--- src/hdl/spmf_pkg.sv ---
// ----------------------------------------------------------------------------
// spmf_pkg
// Shared sizes, codes and types for the strict priority multi-queue.
// ----------------------------------------------------------------------------
package spmf_pkg;

  localparam int NUM_LEVELS = 8;
  localparam int POOL_DEPTH = 64;
  localparam int DATA_WIDTH = 32;

  // node index, pool count and level index widths
  localparam int IDX_W  = $clog2(POOL_DEPTH);
  localparam int CNT_W  = $clog2(POOL_DEPTH + 1);
  localparam int LIDX_W = (NUM_LEVELS > 1) ? $clog2(NUM_LEVELS) : 1;

  // fixed field widths of the ports
  localparam int ACTION_W = 2;
  localparam int LEVEL_W  = 3;
  localparam int ITEM_W   = 32;
  localparam int STATUS_W = 2;
  localparam int LCOUNT_W = 7;

  typedef logic [IDX_W-1:0]      idx_t;
  typedef logic [CNT_W-1:0]      cnt_t;
  typedef logic [LIDX_W-1:0]     lidx_t;
  typedef logic [DATA_WIDTH-1:0] data_t;

  typedef enum logic [ACTION_W-1:0] {
    ACT_ENQ   = 2'd0,
    ACT_DEQ   = 2'd1,
    ACT_PEEK  = 2'd2,
    ACT_CLEAR = 2'd3
  } action_e;

  typedef enum logic [STATUS_W-1:0] {
    ST_OK    = 2'd0,
    ST_EMPTY = 2'd1,
    ST_FULL  = 2'd2
  } status_e;

  // write request toward the link memory
  typedef struct packed {
    logic en;
    idx_t addr;
    idx_t data;
  } link_wr_t;

endpackage

--- src/hdl/strict_priority_multi_fifo.sv ---
// ----------------------------------------------------------------------------
// strict_priority_multi_fifo
// Priority queues, one per level, sharing one linked pool of nodes.
// ----------------------------------------------------------------------------
// Usage:
//   Request channel (in_valid_i / in_ready_o) carries an action, a level
//   and a data handle. Actions: enqueue, dequeue, peek, clear of a level.
//   Response channel (out_valid_o / out_ready_i) returns one item per
//   request: head data, status, the level's count afterwards, and the
//   highest-priority nonempty level (level 0 is the highest).
//   Timing: a request is accepted in the idle state, in which the head
//   node's link and payload are read from the synchronous memories; the
//   update state then applies the update and loads the output register.
//   A new request is taken only after that update, since the registered
//   read of the link memory must be seen before a head or free pointer moves.
//   The result is valid once the update loads the output register, later
//   only while an earlier result still sits unread in the output register.
//   Stall: a pending result sits in the output register while the next
//   request is accepted; that request then holds in its update cycle
//   until the output register is taken.
//   Reset: all levels empty, all nodes free and linked in index order;
//   no clearing pass is needed, valid bits on the link memory supply
//   the reset links.
// ----------------------------------------------------------------------------
module strict_priority_multi_fifo
  import spmf_pkg::*;
(
  input  logic                clk_i,
  input  logic                rst_ni,
  input  logic                in_valid_i,
  output logic                in_ready_o,
  input  logic [ACTION_W-1:0] action_i,
  input  logic [LEVEL_W-1:0]  level_i,
  input  logic [ITEM_W-1:0]   item_data_i,
  output logic                out_valid_o,
  input  logic                out_ready_i,
  output logic [ITEM_W-1:0]   out_data_o,
  output logic [STATUS_W-1:0] status_o,
  output logic [LCOUNT_W-1:0] level_count_o,
  output logic                any_pending_o,
  output logic [LEVEL_W-1:0]  top_level_o
);

  typedef enum logic {S_IDLE, S_EXEC} state_e;

  localparam int SUM_W = CNT_W + LIDX_W + 1;

  state_e  state_q, state_d;
  logic    in_fire, exec_go;

  // pool and level bookkeeping
  idx_t    free_head_q, free_head_d;
  cnt_t    free_count_q, free_count_d;
  cnt_t    level_size_q [NUM_LEVELS];
  cnt_t    level_size_d [NUM_LEVELS];
  idx_t    level_head_q [NUM_LEVELS];
  idx_t    level_head_d [NUM_LEVELS];
  idx_t    level_tail_q [NUM_LEVELS];
  idx_t    level_tail_d [NUM_LEVELS];

  // captured request
  action_e action_q;
  logic    lvl_ok_q;
  lidx_t   lidx_q;
  data_t   data_q;

  // incoming decode
  logic        lvl_ok_in;
  lidx_t       lidx_in;
  logic [31:0] lvl_ext;
  logic [63:0] item_ext;

  // memories
  data_t       payload_mem [POOL_DEPTH];
  data_t       payload_rd_q;
  logic        payload_we;
  idx_t        link_raddr;
  idx_t        link_rd;
  link_wr_t    link_wr;

  // output register
  logic              out_valid_q, out_valid_d;
  logic [ITEM_W-1:0] out_data_q, out_data_d;
  status_e           status_q, status_d;
  logic [LCOUNT_W-1:0] count_q, count_d;
  logic              any_q, any_d;
  logic [LEVEL_W-1:0] top_q, top_d;

  logic [63:0] odata_ext;
  logic [31:0] cnt_ext;
  cnt_t        size_cur;
  idx_t        head_cur, tail_cur;
  logic [SUM_W-1:0] cnt_sum;

  // --------------------------------------------------------------------------
  // Request decode and memory read addresses
  // --------------------------------------------------------------------------
  assign in_ready_o = (state_q == S_IDLE);
  assign in_fire    = in_valid_i && in_ready_o;
  assign exec_go    = (state_q == S_EXEC) && (!out_valid_q || out_ready_i);

  assign lvl_ext   = 32'(level_i);
  assign lvl_ok_in = (lvl_ext < 32'(NUM_LEVELS));
  assign lidx_in   = lvl_ok_in ? lvl_ext[LIDX_W-1:0] : '0;
  assign item_ext  = 64'(item_data_i);

  // enqueue follows the free list; dequeue follows the level's head
  assign link_raddr = (action_e'(action_i) == ACT_ENQ) ? free_head_q : level_head_q[lidx_in];

  spmf_link_ram u_link_ram (
    .clk_i     (clk_i),
    .rst_ni    (rst_ni),
    .rd_en_i   (in_fire),
    .rd_addr_i (link_raddr),
    .rd_data_o (link_rd),
    .wr_i      (link_wr)
  );

  always_ff @(posedge clk_i) begin
    if (payload_we) begin
      payload_mem[free_head_q] <= data_q;
    end
    if (in_fire) begin
      payload_rd_q <= payload_mem[level_head_q[lidx_in]];
    end
  end

  // --------------------------------------------------------------------------
  // Update step: apply the action with the read data in hand
  // --------------------------------------------------------------------------
  assign size_cur = level_size_q[lidx_q];
  assign head_cur = level_head_q[lidx_q];
  assign tail_cur = level_tail_q[lidx_q];

  always_comb begin
    free_head_d  = free_head_q;
    free_count_d = free_count_q;
    level_size_d = level_size_q;
    level_head_d = level_head_q;
    level_tail_d = level_tail_q;
    link_wr      = '0;
    payload_we   = 1'b0;
    odata_ext    = '0;
    status_d     = ST_OK;

    if (!lvl_ok_q) begin
      status_d = ST_EMPTY;
    end else begin
      case (action_q)
        ACT_ENQ: begin
          if (free_count_q == '0) begin
            status_d = ST_FULL;
          end else begin
            // take the free head, append it at the tail
            payload_we   = exec_go;
            free_head_d  = link_rd;
            free_count_d = free_count_q - cnt_t'(1);
            if (size_cur == '0) begin
              level_head_d[lidx_q] = free_head_q;
            end else begin
              link_wr = '{en: exec_go, addr: tail_cur, data: free_head_q};
            end
            level_tail_d[lidx_q] = free_head_q;
            level_size_d[lidx_q] = size_cur + cnt_t'(1);
          end
        end
        ACT_DEQ: begin
          if (size_cur == '0) begin
            status_d = ST_EMPTY;
          end else begin
            // unlink the head, push it on the free list
            odata_ext            = 64'(payload_rd_q);
            level_head_d[lidx_q] = link_rd;
            level_size_d[lidx_q] = size_cur - cnt_t'(1);
            link_wr              = '{en: exec_go, addr: head_cur, data: free_head_q};
            free_head_d          = head_cur;
            free_count_d         = free_count_q + cnt_t'(1);
          end
        end
        ACT_PEEK: begin
          if (size_cur == '0) begin
            status_d = ST_EMPTY;
          end else begin
            odata_ext = 64'(payload_rd_q);
          end
        end
        default: begin
          // clear: splice the whole list onto the free list
          if (size_cur != '0) begin
            link_wr              = '{en: exec_go, addr: tail_cur, data: free_head_q};
            free_head_d          = head_cur;
            free_count_d         = free_count_q + size_cur;
            level_size_d[lidx_q] = '0;
          end
        end
      endcase
    end

    out_data_d = odata_ext[ITEM_W-1:0];
    cnt_ext    = lvl_ok_q ? 32'(level_size_d[lidx_q]) : '0;
    count_d    = cnt_ext[LCOUNT_W-1:0];

    // highest-priority nonempty level after the update
    any_d = 1'b0;
    top_d = '0;
    for (int i = NUM_LEVELS - 1; i >= 0; i--) begin
      if (level_size_d[i] != '0) begin
        any_d = 1'b1;
        top_d = LEVEL_W'(i);
      end
    end
  end

  always_comb begin
    state_d = state_q;
    case (state_q)
      S_IDLE:  if (in_fire) state_d = S_EXEC;
      S_EXEC:  if (exec_go) state_d = S_IDLE;
      default: state_d = S_IDLE;
    endcase
    if (exec_go) begin
      out_valid_d = 1'b1;
    end else if (out_ready_i) begin
      out_valid_d = 1'b0;
    end else begin
      out_valid_d = out_valid_q;
    end
  end

  // --------------------------------------------------------------------------
  // Registers
  // --------------------------------------------------------------------------
  always_ff @(posedge clk_i or negedge rst_ni) begin
    if (!rst_ni) begin
      state_q      <= S_IDLE;
      out_valid_q  <= 1'b0;
      free_head_q  <= '0;
      free_count_q <= cnt_t'(POOL_DEPTH);
      for (int i = 0; i < NUM_LEVELS; i++) begin
        level_size_q[i] <= '0;
      end
    end else begin
      state_q     <= state_d;
      out_valid_q <= out_valid_d;
      if (exec_go) begin
        free_head_q  <= free_head_d;
        free_count_q <= free_count_d;
        level_size_q <= level_size_d;
      end
    end
  end

  always_ff @(posedge clk_i) begin
    if (in_fire) begin
      action_q <= action_e'(action_i);
      lvl_ok_q <= lvl_ok_in;
      lidx_q   <= lidx_in;
      data_q   <= item_ext[DATA_WIDTH-1:0];
    end
    if (exec_go) begin
      level_head_q <= level_head_d;
      level_tail_q <= level_tail_d;
      out_data_q   <= out_data_d;
      status_q     <= status_d;
      count_q      <= count_d;
      any_q        <= any_d;
      top_q        <= top_d;
    end
  end

  assign out_valid_o   = out_valid_q;
  assign out_data_o    = out_data_q;
  assign status_o      = status_q;
  assign level_count_o = count_q;
  assign any_pending_o = any_q;
  assign top_level_o   = top_q;

  // --------------------------------------------------------------------------
  // Assertions
  // --------------------------------------------------------------------------
  always_comb begin
    cnt_sum = SUM_W'(free_count_q);
    for (int i = 0; i < NUM_LEVELS; i++) begin
      cnt_sum = cnt_sum + SUM_W'(level_size_q[i]);
    end
  end

  // every node is either free or owned by exactly one level
  a_node_conservation: assert property (@(posedge clk_i) disable iff (!rst_ni)
    cnt_sum == SUM_W'(POOL_DEPTH))
    else $error("pool node count lost");

  // an accepted request moves to its update step next cycle
  a_accept_to_exec: assert property (@(posedge clk_i) disable iff (!rst_ni)
    in_fire |=> state_q == S_EXEC)
    else $error("accepted request did not advance");

  // enqueue into an exhausted pool reports full
  a_full_status: assert property (@(posedge clk_i) disable iff (!rst_ni)
    (exec_go && lvl_ok_q && action_q == ACT_ENQ && free_count_q == '0)
      |=> status_q == ST_FULL && $stable(free_count_q))
    else $error("full pool enqueue not dropped");

  // no pending levels means top level reads zero
  a_top_when_idle: assert property (@(posedge clk_i) disable iff (!rst_ni)
    (out_valid_q && !any_q) |-> top_q == '0)
    else $error("top level set with nothing pending");

endmodule

--- src/hdl/spmf_link_ram.sv ---
// ----------------------------------------------------------------------------
// spmf_link_ram
// Next-node link memory with a registered read. A valid bit per
// entry makes an unwritten entry read as its reset link, index plus one, the last wrapping to 0.
// ----------------------------------------------------------------------------
module spmf_link_ram
  import spmf_pkg::*;
(
  input  logic     clk_i,
  input  logic     rst_ni,
  input  logic     rd_en_i,
  input  idx_t     rd_addr_i,
  output idx_t     rd_data_o,
  input  link_wr_t wr_i
);

  idx_t                  mem [POOL_DEPTH];
  logic [POOL_DEPTH-1:0] valid_q;
  idx_t                  rd_data_q;
  idx_t                  rd_addr_q;
  logic                  rd_valid_q;
  idx_t                  reset_link;

  always_ff @(posedge clk_i or negedge rst_ni) begin
    if (!rst_ni) begin
      valid_q <= '0;
    end else if (wr_i.en) begin
      valid_q[wr_i.addr] <= 1'b1;
    end
  end

  always_ff @(posedge clk_i) begin
    if (wr_i.en) begin
      mem[wr_i.addr] <= wr_i.data;
    end
    if (rd_en_i) begin
      rd_data_q  <= mem[rd_addr_i];
      rd_addr_q  <= rd_addr_i;
      rd_valid_q <= valid_q[rd_addr_i];
    end
  end

  // entry i links to i+1, the last one wraps to 0
  assign reset_link = (rd_addr_q == idx_t'(POOL_DEPTH - 1)) ? '0 : rd_addr_q + idx_t'(1);
  assign rd_data_o  = rd_valid_q ? rd_data_q : reset_link;

endmodule

--- config.mk ---
export PLATFORM = sky130hd
export DESIGN_NAME = strict_priority_multi_fifo
export DESIGN_NICKNAME = d
export VERILOG_FILES = /design/src/hdl/spmf_pkg.sv /design/src/hdl/strict_priority_multi_fifo.sv /design/src/hdl/spmf_link_ram.sv
export SDC_FILE = /design/constraint.sdc
export NUM_CORES = 2
export LEC_CHECK = 0
export ABC_AREA = 1
export ABC_CLOCK_PERIOD_IN_PS = 11300
export BUFFER_PORTS_ARGS = -buffer_cell sky130_fd_sc_hd__clkbuf_2
export CAP_MARGIN = 40
export CORE_UTILIZATION = 26
export DETAILED_ROUTE_END_ITERATION = 8
export MAX_ROUTING_LAYER = met4
export PLACE_DENSITY_LB_ADDON = 0.1
export RECOVER_POWER = 25
export SETUP_SLACK_MARGIN = 0.05
export SLEW_MARGIN = 20
export SYNTH_ARGS = -nofsm -noshare
export SYNTH_HDL_FRONTEND = slang
export SYNTH_HIERARCHICAL = 1
export SYNTH_SLANG_ARGS = --single-unit
--- constraint.sdc ---
create_clock -name clk_i -period 11.3 [get_ports clk_i]
set_input_delay 1.13 -clock clk_i [delete_from_list [all_inputs] [get_ports clk_i]]
set_output_delay 1.13 -clock clk_i [all_outputs]
set_load 0.01 [all_outputs]
== Word-level counts from Yosys, hierarchy flattened ==
Memories as Yosys holds them, arrays and structs flattened. A register that Yosys moved wholly into a read port is not among the register bits.
Cells that the tools add are included.

* Bits in read-only memories: 0
* Bits in latches: 0
* Flip-flop bits (word level): 321
* Logic and storage cells: 181
* RAM bits: 2432
* Memories kept: 2
* Output and inout port bits: 47
* Input port bits: 41

{| class="wikitable"
|+ Memories
! memory !! words !! width !! rd ports !! clocked after Yosys merged registers in !! write ports !! RTL line !! text
|-
| payload_mem || 64 || 32 || 1 || 1 || 1 || strict_priority_multi_fifo.sv:74 || <nowiki>data_t payload_mem [POOL_DEPTH];</nowiki>
|-
| u_link_ram.mem || 64 || 6 || 1 || 1 || 1 || spmf_link_ram.sv:17 || <nowiki>idx_t mem [POOL_DEPTH];</nowiki>
|}

* $mul: 0
* Bitwise operators: 10
* Multiplexer cells: 78
* Shift operators: 0
* $lt $le $gt $ge: 7
* Divide/modulo/power cells: 0
* Reductions and logical operators: 30
* Add/sub/neg operators: 6
* Eq/ne operators: 6

{| class="wikitable"
|+ Operators by type and width
! kind !! count
|-
| $mux 56 || 4
|-
| $pmux 56 s3 || 1
|-
| $bwmux 48 || 3
|-
| $mux 48 || 3
|-
| $bwmux 56 || 2
|-
| $pmux 48 s2 || 1
|-
| $mux 6 || 13
|-
| $mux 13 || 5
|-
| $or 64x64->64 || 1
|-
| $reduce_bool 7->1 || 9
|-
| $and 56x56->56 || 1
|-
| $mux 7 || 8
|-
| $not 56->56 || 1
|-
| $bmux 6 s3 || 3
|-
| $bmux 7 s3 || 2
|-
| $pmux 13 s3 || 1
|-
| $demux 7 s3 || 1
|-
| $pmux 7 s3 || 1
|-
| $demux 6 s3 || 1
|-
| $pmux 6 s3 || 1
|-
| $mux 1 || 16
|-
| $mux 3 || 5
|-
| $add 7x1->7 const B || 2
|-
| $logic_not 7->1 || 2
|-
| 31 further kinds || 50
|}

== Depth between registers and ports, before layout ==
* Word-level depth: 18
* Depth in mapped cells: 28
* Mapped depth without buffers: 26

== Cells and area by module ==
Netlist, hierarchy kept.

{| class="wikitable"
|+ Modules (own cells, without submodules)
! module !! area each (sq um) !! times used !! cells each
|-
| strict_priority_multi_fifo || 94941.1 || 1 || 7727
|-
| spmf_link_ram || 19050.8 || 1 || 1688
|}

== Worst setup path after synthesis ==
OpenSTA, ideal clock, no wires.

* Path kind: register to register
* From: reg lidx_q[2]
* To: mem u_link_ram/mem[0][0] (netlist name), data pin
* Buffers on the path: 0
* Setup slack: 6514 ps
* Setup time: 681 ps
* Clock period less this slack: 4786 ps
* Stages on the path, launching flop included: 13
* Data arrival time: 4105 ps
* Cells stage by stage: edfxtp_1 -> nor2_2 -> nand3_1 -> nand2_1 -> nor2_1 -> nand2_2 -> inv_1 -> ha_1 -> nand2_2 -> nor2_4 -> nand2_4 -> inv_2 -> nor3_1

{| class="wikitable"
|+ RTL lines
! item !! RTL line !! text
|-
| from (decl) || strict_priority_multi_fifo.sv:64 || <nowiki>lidx_t lidx_q;</nowiki>
|-
| from (signal assigned) || strict_priority_multi_fifo.sv:257 || <nowiki>lidx_q <= lidx_in;</nowiki>
|-
| to (decl) || spmf_link_ram.sv:17 ||
|}

== Worst setup path after layout ==
* From: in level_i[0]
* To: reg payload_rd_q[26] (read register of payload_mem), data pin

* Cells in the longest elaborated chain, start to end: 6

{| class="wikitable"
|+ RTL lines
! item !! RTL line !! text
|-
| from (decl) || strict_priority_multi_fifo.sv:33 || <nowiki>input logic [LEVEL_W-1:0] level_i,</nowiki>
|-
| $lt 3x4->1 || strict_priority_multi_fifo.sv:103 || <nowiki>assign lvl_ok_in = (lvl_ext < 32'(NUM_LEVELS));</nowiki>
|-
| $mux 3 * || strict_priority_multi_fifo.sv:104 || <nowiki>assign lidx_in = lvl_ok_in ? lvl_ext[LIDX_W-1:0] : '0;</nowiki>
|-
| $not 3->4 (implied by the code) * || strict_priority_multi_fifo.sv:124 || <nowiki>payload_rd_q <= payload_mem[level_head_q[lidx_in]];</nowiki>
|-
| $bmux 6 s3 * || strict_priority_multi_fifo.sv:124 ||
|-
| $mux 6 (implied by the code) * (2 in a row) || strict_priority_multi_fifo.sv:124 ||
|-
| to (decl) || strict_priority_multi_fifo.sv:75 || <nowiki>data_t payload_rd_q;</nowiki>
|}

Every way passes the cells marked *; elsewhere a longest branch is shown, timed or not. The select of a mux whose other input is x is not followed.
A chain may end at the register's enable or synchronous reset.

==> impl_results.html <==
<table>
<tr><th>Metric</th><th>Value</th></tr>
<tr><th colspan="2">Outcome</th></tr>
<tr><td>Result of the run</td><td>finished with violations</td></tr>
<tr><td>Failing checks</td><td>capacitance limit, slew limit</td></tr>
<tr><th colspan="2">Finish</th></tr>
<tr><td>Top library cells by usage in the layout, fill and taps aside</td><td>sky130_fd_sc_hd__edfxtp_1 (2,655), sky130_fd_sc_hd__nor2_1 (1,521), sky130_fd_sc_hd__o21ai_0 (1,451)</td></tr>
<tr><td>Leading cell type in the layout, fill and taps excluded</td><td>sky130_fd_sc_hd__edfxtp_1</td></tr>
<tr><td>Total Nets Final</td><td>9,584</td></tr>
<tr><td>Synth-to-Final Area Change</td><td>17.3%</td></tr>
<tr><td>Final cell count without fillers</td><td>15.5k</td></tr>
<tr><td>Fraction of final layout cells with drive strength greater than 1</td><td>0.108</td></tr>
<tr><th colspan="2">Critical path</th></tr>
<tr><td>Crit path buffers/inverters</td><td>5</td></tr>
<tr><td>Data arrival, critical path</td><td>7.15 ns</td></tr>
<tr><td>Library cell contributing the largest single delay on the critical path</td><td>sky130_fd_sc_hd__clkbuf_1</td></tr>
<tr><td>Category of the worst setup path launch point</td><td>primary input</td></tr>
<tr><td>Crit-path cells</td><td>clkbuf_1 -&gt; inv_1 -&gt; a21oi_1 -&gt; o21ai_1 -&gt; nand3_1 -&gt; nand2_4 -&gt; inv_8 -&gt; buf_4 -&gt; buf_4 -&gt; o21ai_0 -&gt; o22ai_1 -&gt; o21ai_0 -&gt; o22ai_1 -&gt; o211ai_1 -&gt; nand2_1</td></tr>
<tr><td>Crit Path Max Fanout</td><td>100</td></tr>
<tr><td>Family of cells with the greatest summed delay on the critical path</td><td>buffers and inverters</td></tr>
<tr><td>Endpoint class of the critical path</td><td>flop</td></tr>
<tr><td>Delay of the slowest cell on the worst path</td><td>0.98 ns</td></tr>
<tr><td>Worst setup path class</td><td>primary input to flop</td></tr>
<tr><td>Required time of the critical path</td><td>12.08 ns</td></tr>
<tr><th colspan="2">Logic synthesis</th></tr>
<tr><td>Count of different cell masters after synthesis</td><td>54</td></tr>
<tr><td>Number of synthesized flops with an enable pin</td><td>2,655</td></tr>
<tr><td>YS warnings</td><td>6</td></tr>
<tr><td>Post-synth design cell area</td><td>114,000 um2</td></tr>
<tr><td>Syn_nets</td><td>9,471</td></tr>
<tr><td>Top post-synthesis cells by area</td><td>sky130_fd_sc_hd__edfxtp_1 (70%), sky130_fd_sc_hd__o21ai_0 (6.4%), sky130_fd_sc_hd__nor2_1 (5.2%)</td></tr>
<tr><td>Number of storage elements in the synthesis netlist</td><td>2,790</td></tr>
<tr><td>Average cell area after synthesis</td><td>12.1 um2</td></tr>
<tr><td>Sequential area share after synthesis</td><td>0.729</td></tr>
<tr><td>Cells after Synth</td><td>9,415</td></tr>
<tr><td>Fraction of synthesis flops using an asynchronous set or reset pin</td><td>0.0484</td></tr>
<tr><td>Top-area cell type share of the netlist area</td><td>0.699</td></tr>
<tr><td>Predominant post-synthesis flop cell</td><td>sky130_fd_sc_hd__edfxtp_1</td></tr>
<tr><td>Post-synthesis cell type with the largest combined area</td><td>sky130_fd_sc_hd__edfxtp_1</td></tr>
<tr><th colspan="2">Route</th></tr>
<tr><td>Mean number of vias per cell</td><td>4.99</td></tr>
<tr><td>First drt pass iteration count</td><td>5</td></tr>
<tr><td>Final routed DRC violation total</td><td>0</td></tr>
<tr><td>Final Routed Wirelength</td><td>425,000 um</td></tr>
<tr><td>Detail-routed net length per standard cell</td><td>27.4 um</td></tr>
<tr><td>Detailed Route Iter0 Violations</td><td>6,975</td></tr>
<tr><td>Number of nets still failing antenna checks after routing</td><td>0</td></tr>
<tr><td>Vias after detailed routing</td><td>77.4k</td></tr>
<tr><th colspan="2">STA</th></tr>
<tr><td>Setup-violating endpoint count in the final report</td><td>0</td></tr>
<tr><td>Final critical-path required period</td><td>6.37 ns</td></tr>
<tr><td>Slew Limit Headroom</td><td>-1.62</td></tr>
<tr><td>Setup clock skew after layout</td><td>0.0635 ns</td></tr>
<tr><td>Transition time at the pin with the least slew margin</td><td>3.93 ns</td></tr>
<tr><td>Number of hold-slack violations in the final timing report</td><td>0</td></tr>
<tr><td>Ratio of final minimum period to clock period</td><td>0.563</td></tr>
<tr><td>Post-route setup TNS</td><td>0 ns</td></tr>
<tr><td>Max Transition Viols Final</td><td>1,685</td></tr>
<tr><td>RSZ-0062 raised after global routing</td><td>false</td></tr>
<tr><td>Max Fclk</td><td>157 MHz</td></tr>
<tr><th colspan="2">Global route</th></tr>
<tr><td>GRT Overall Usage</td><td>0.192</td></tr>
<tr><td>Maximum number of pins on one net before global-route repair</td><td>183</td></tr>
<tr><td>Via count of the first global-routing pass</td><td>75.8k</td></tr>
<tr><td>Antenna violations before repair</td><td>17</td></tr>
<tr><td>Leftover overflow at the end of global routing</td><td>0</td></tr>
<tr><td>First-pass GRT wire length</td><td>593,000 um</td></tr>
<tr><th colspan="2">Floorplan</th></tr>
<tr><td>Horizontal extent of the die</td><td>664 um</td></tr>
<tr><td>Core Area</td><td>435,000 um2</td></tr>
<tr><td>Cell Rows</td><td>242</td></tr>
<tr><td>Die extent in y</td><td>664 um</td></tr>
<tr><td>Initial Util</td><td>0.262</td></tr>
<tr><td>Die footprint</td><td>441,000 um2</td></tr>
<tr><td>Number of primary I/O pins</td><td>88</td></tr>
<tr><th colspan="2">Pwr</th></tr>
<tr><td>Total power draw</td><td>26.7 mW</td></tr>
<tr><td>Cell Pwr Density</td><td>200 nW/um2</td></tr>
<tr><td>VDD IR-drop max</td><td>0.126 mV</td></tr>
<tr><td>Leakage power</td><td>44.2 nW</td></tr>
<tr><th colspan="2">Clock network</th></tr>
<tr><td>Clock Latency Late Sink</td><td>0.95 ns</td></tr>
<tr><td>CTS Buffer Depth</td><td>4</td></tr>
<tr><td>Clock transition at path regs</td><td>0.06 ns</td></tr>
<tr><td>Clock root buffer master</td><td>sky130_fd_sc_hd__clkbuf_16</td></tr>
<tr><td>Number of H-tree branching levels</td><td>5</td></tr>
<tr><td>TritonCTS clock tree</td><td>done</td></tr>
<tr><td>TritonCTS Buffers</td><td>334</td></tr>
<tr><td># resized after CTS</td><td>0</td></tr>
<tr><td>Buffers inserted during post-CTS setup optimization</td><td>0</td></tr>
<tr><td>Hold-fix buffer count after cts</td><td>0</td></tr>
<tr><td>Sink Count</td><td>2,790</td></tr>
<tr><th colspan="2">Placed design</th></tr>
<tr><td>Placed wire-length estimate</td><td>237,000 um</td></tr>
<tr><td>Port Buffers</td><td>87</td></tr>
<tr><td>Number of cells in the design after placement</td><td>14.9k</td></tr>
<tr><td>RePlAce Congestion</td><td>0.808</td></tr>
<tr><th colspan="2">Hold path</th></tr>
<tr><td>Worst min-delay path class</td><td>primary input to flop</td></tr>
<tr><th colspan="2">Job</th></tr>
<tr><td>Count of maximum capacitance violations</td><td>28</td></tr>
</table>
==> flip-flops by register name, indices dropped and copies added (netlist names), 2 cells and up <==
| register | count |
|---|---|
| u_link_ram/rd_addr_q | 6 |
| level_count_o | 7 |
| u_link_ram/rd_data_q | 6 |
| out_data_o | 32 |
| status_o | 2 |
| free_count_q | 7 |
| action_q | 2 |
| payload_mem | 2048 |
| top_level_o | 3 |
| lidx_q | 3 |
| free_head_q | 6 |
| data_q | 32 |
| u_link_ram/valid_q | 64 |
| level_size_q | 56 |
| u_link_ram/mem | 384 |
| level_tail_q | 48 |
| level_head_q | 48 |
| payload_rd_q | 32 |
==> layer usage <==
metal	vias up	routed length, um	track usage	part of all wire
met2	2134	201000	0.308	0.47
met3	651	20500	0.0269	0.048
met1	39900	189000	0.251	0.44
li1	34700	-	-	-
met5	-	0	-	0
met4	0	14200	0.0599	0.033
==> stage by stage <==
| step | hold slack (ns) | util | setup WS [ns] | area (um2) |
|---|---|---|---|---|
| global placement | 0.451 | 0.279 | 4.75 | 121000 |
| global route | 0.308 | 0.307 | 4.58 | 134000 |
| CTS | 0.0887 | 0.307 | 5.71 | 134000 |
| floorplan | 0.439 | - | 6.51 | 114000 |
| finish | 0.359 | 0.307 | 4.93 | 134000 |
| detailed placement | 0.451 | 0.283 | 4.70 | 123000 |
==> cells in the mapped netlist, types with 14 or more instances <==
master / number
sky130_fd_sc_hd__o221ai_1: 68
sky130_fd_sc_hd__nor2_1: 1585
sky130_fd_sc_hd__nand3_1: 480
sky130_fd_sc_hd__o21ai_1: 43
sky130_fd_sc_hd__buf_2: 64
sky130_fd_sc_hd__edfxtp_1: 2655
sky130_fd_sc_hd__buf_6: 23
sky130_fd_sc_hd__inv_1: 185
sky130_fd_sc_hd__buf_1: 32
sky130_fd_sc_hd__ha_1: 14
sky130_fd_sc_hd__buf_4: 15
sky130_fd_sc_hd__inv_2: 26
sky130_fd_sc_hd__dfrtp_1: 134
sky130_fd_sc_hd__nand2_1: 1110
sky130_fd_sc_hd__clkbuf_1: 489
sky130_fd_sc_hd__o21ai_0: 1456
sky130_fd_sc_hd__or2_2: 71
sky130_fd_sc_hd__o22ai_1: 633
sky130_fd_sc_hd__nand4_1: 16
sky130_fd_sc_hd__o211ai_1: 97
sky130_fd_sc_hd__a21oi_1: 110
==> cell type report <==
class / count / area, um2
Timing Repair Buffer: 401 / 4110
Tap cell: 5734 / 7170
Antenna cell: 6 / 15.0
Fill cell: 43800 / 302000
Multi-Input combinational cell: 5784 / 28000
Sequential cell: 2790 / 83100
Inverter: 217 / 866
Clock inverter: 162 / 1330
Clock buffer: 429 / 9110
==> path summary, 6_finish.rpt <==
check	startpoint	end	slack, ns	depth (start not counted)
setup / recovery	level_i[0]	payload_rd_q[26]	4.93	15
hold / removal	item_data_i[29]	data_q[29]	0.36	1
setup reg to reg	lidx_q[0]	u_link_ram/mem[60][5]	5.76	18
hold reg to reg	u_link_ram/valid_q[63]	u_link_ram/valid_q[63]	0.46	1
max in group asynchronous	rst_ni	level_size_q[32]	6.02	4
min in group asynchronous	rst_ni	u_link_ram/valid_q[41]	1.15	1
==> report_power, final <==
part | switching, mW | internal, mW
clock | 4.39 | 6.08
combinational | 3.09 | 1.01
sequential | 0.234 | 11.9
==> kinds of logic after synthesis <==
kind of cell | share of synthesized area
AND/OR/NAND/NOR | 0.119
AO/OA/AOI/OAI | 0.119
buffers and inverters | 0.0306
flip-flops | 0.729
adder cells (fa/ha/maj) | 0.00171
XOR/XNOR | 0.000692
(Power assumes the default switching activity.)
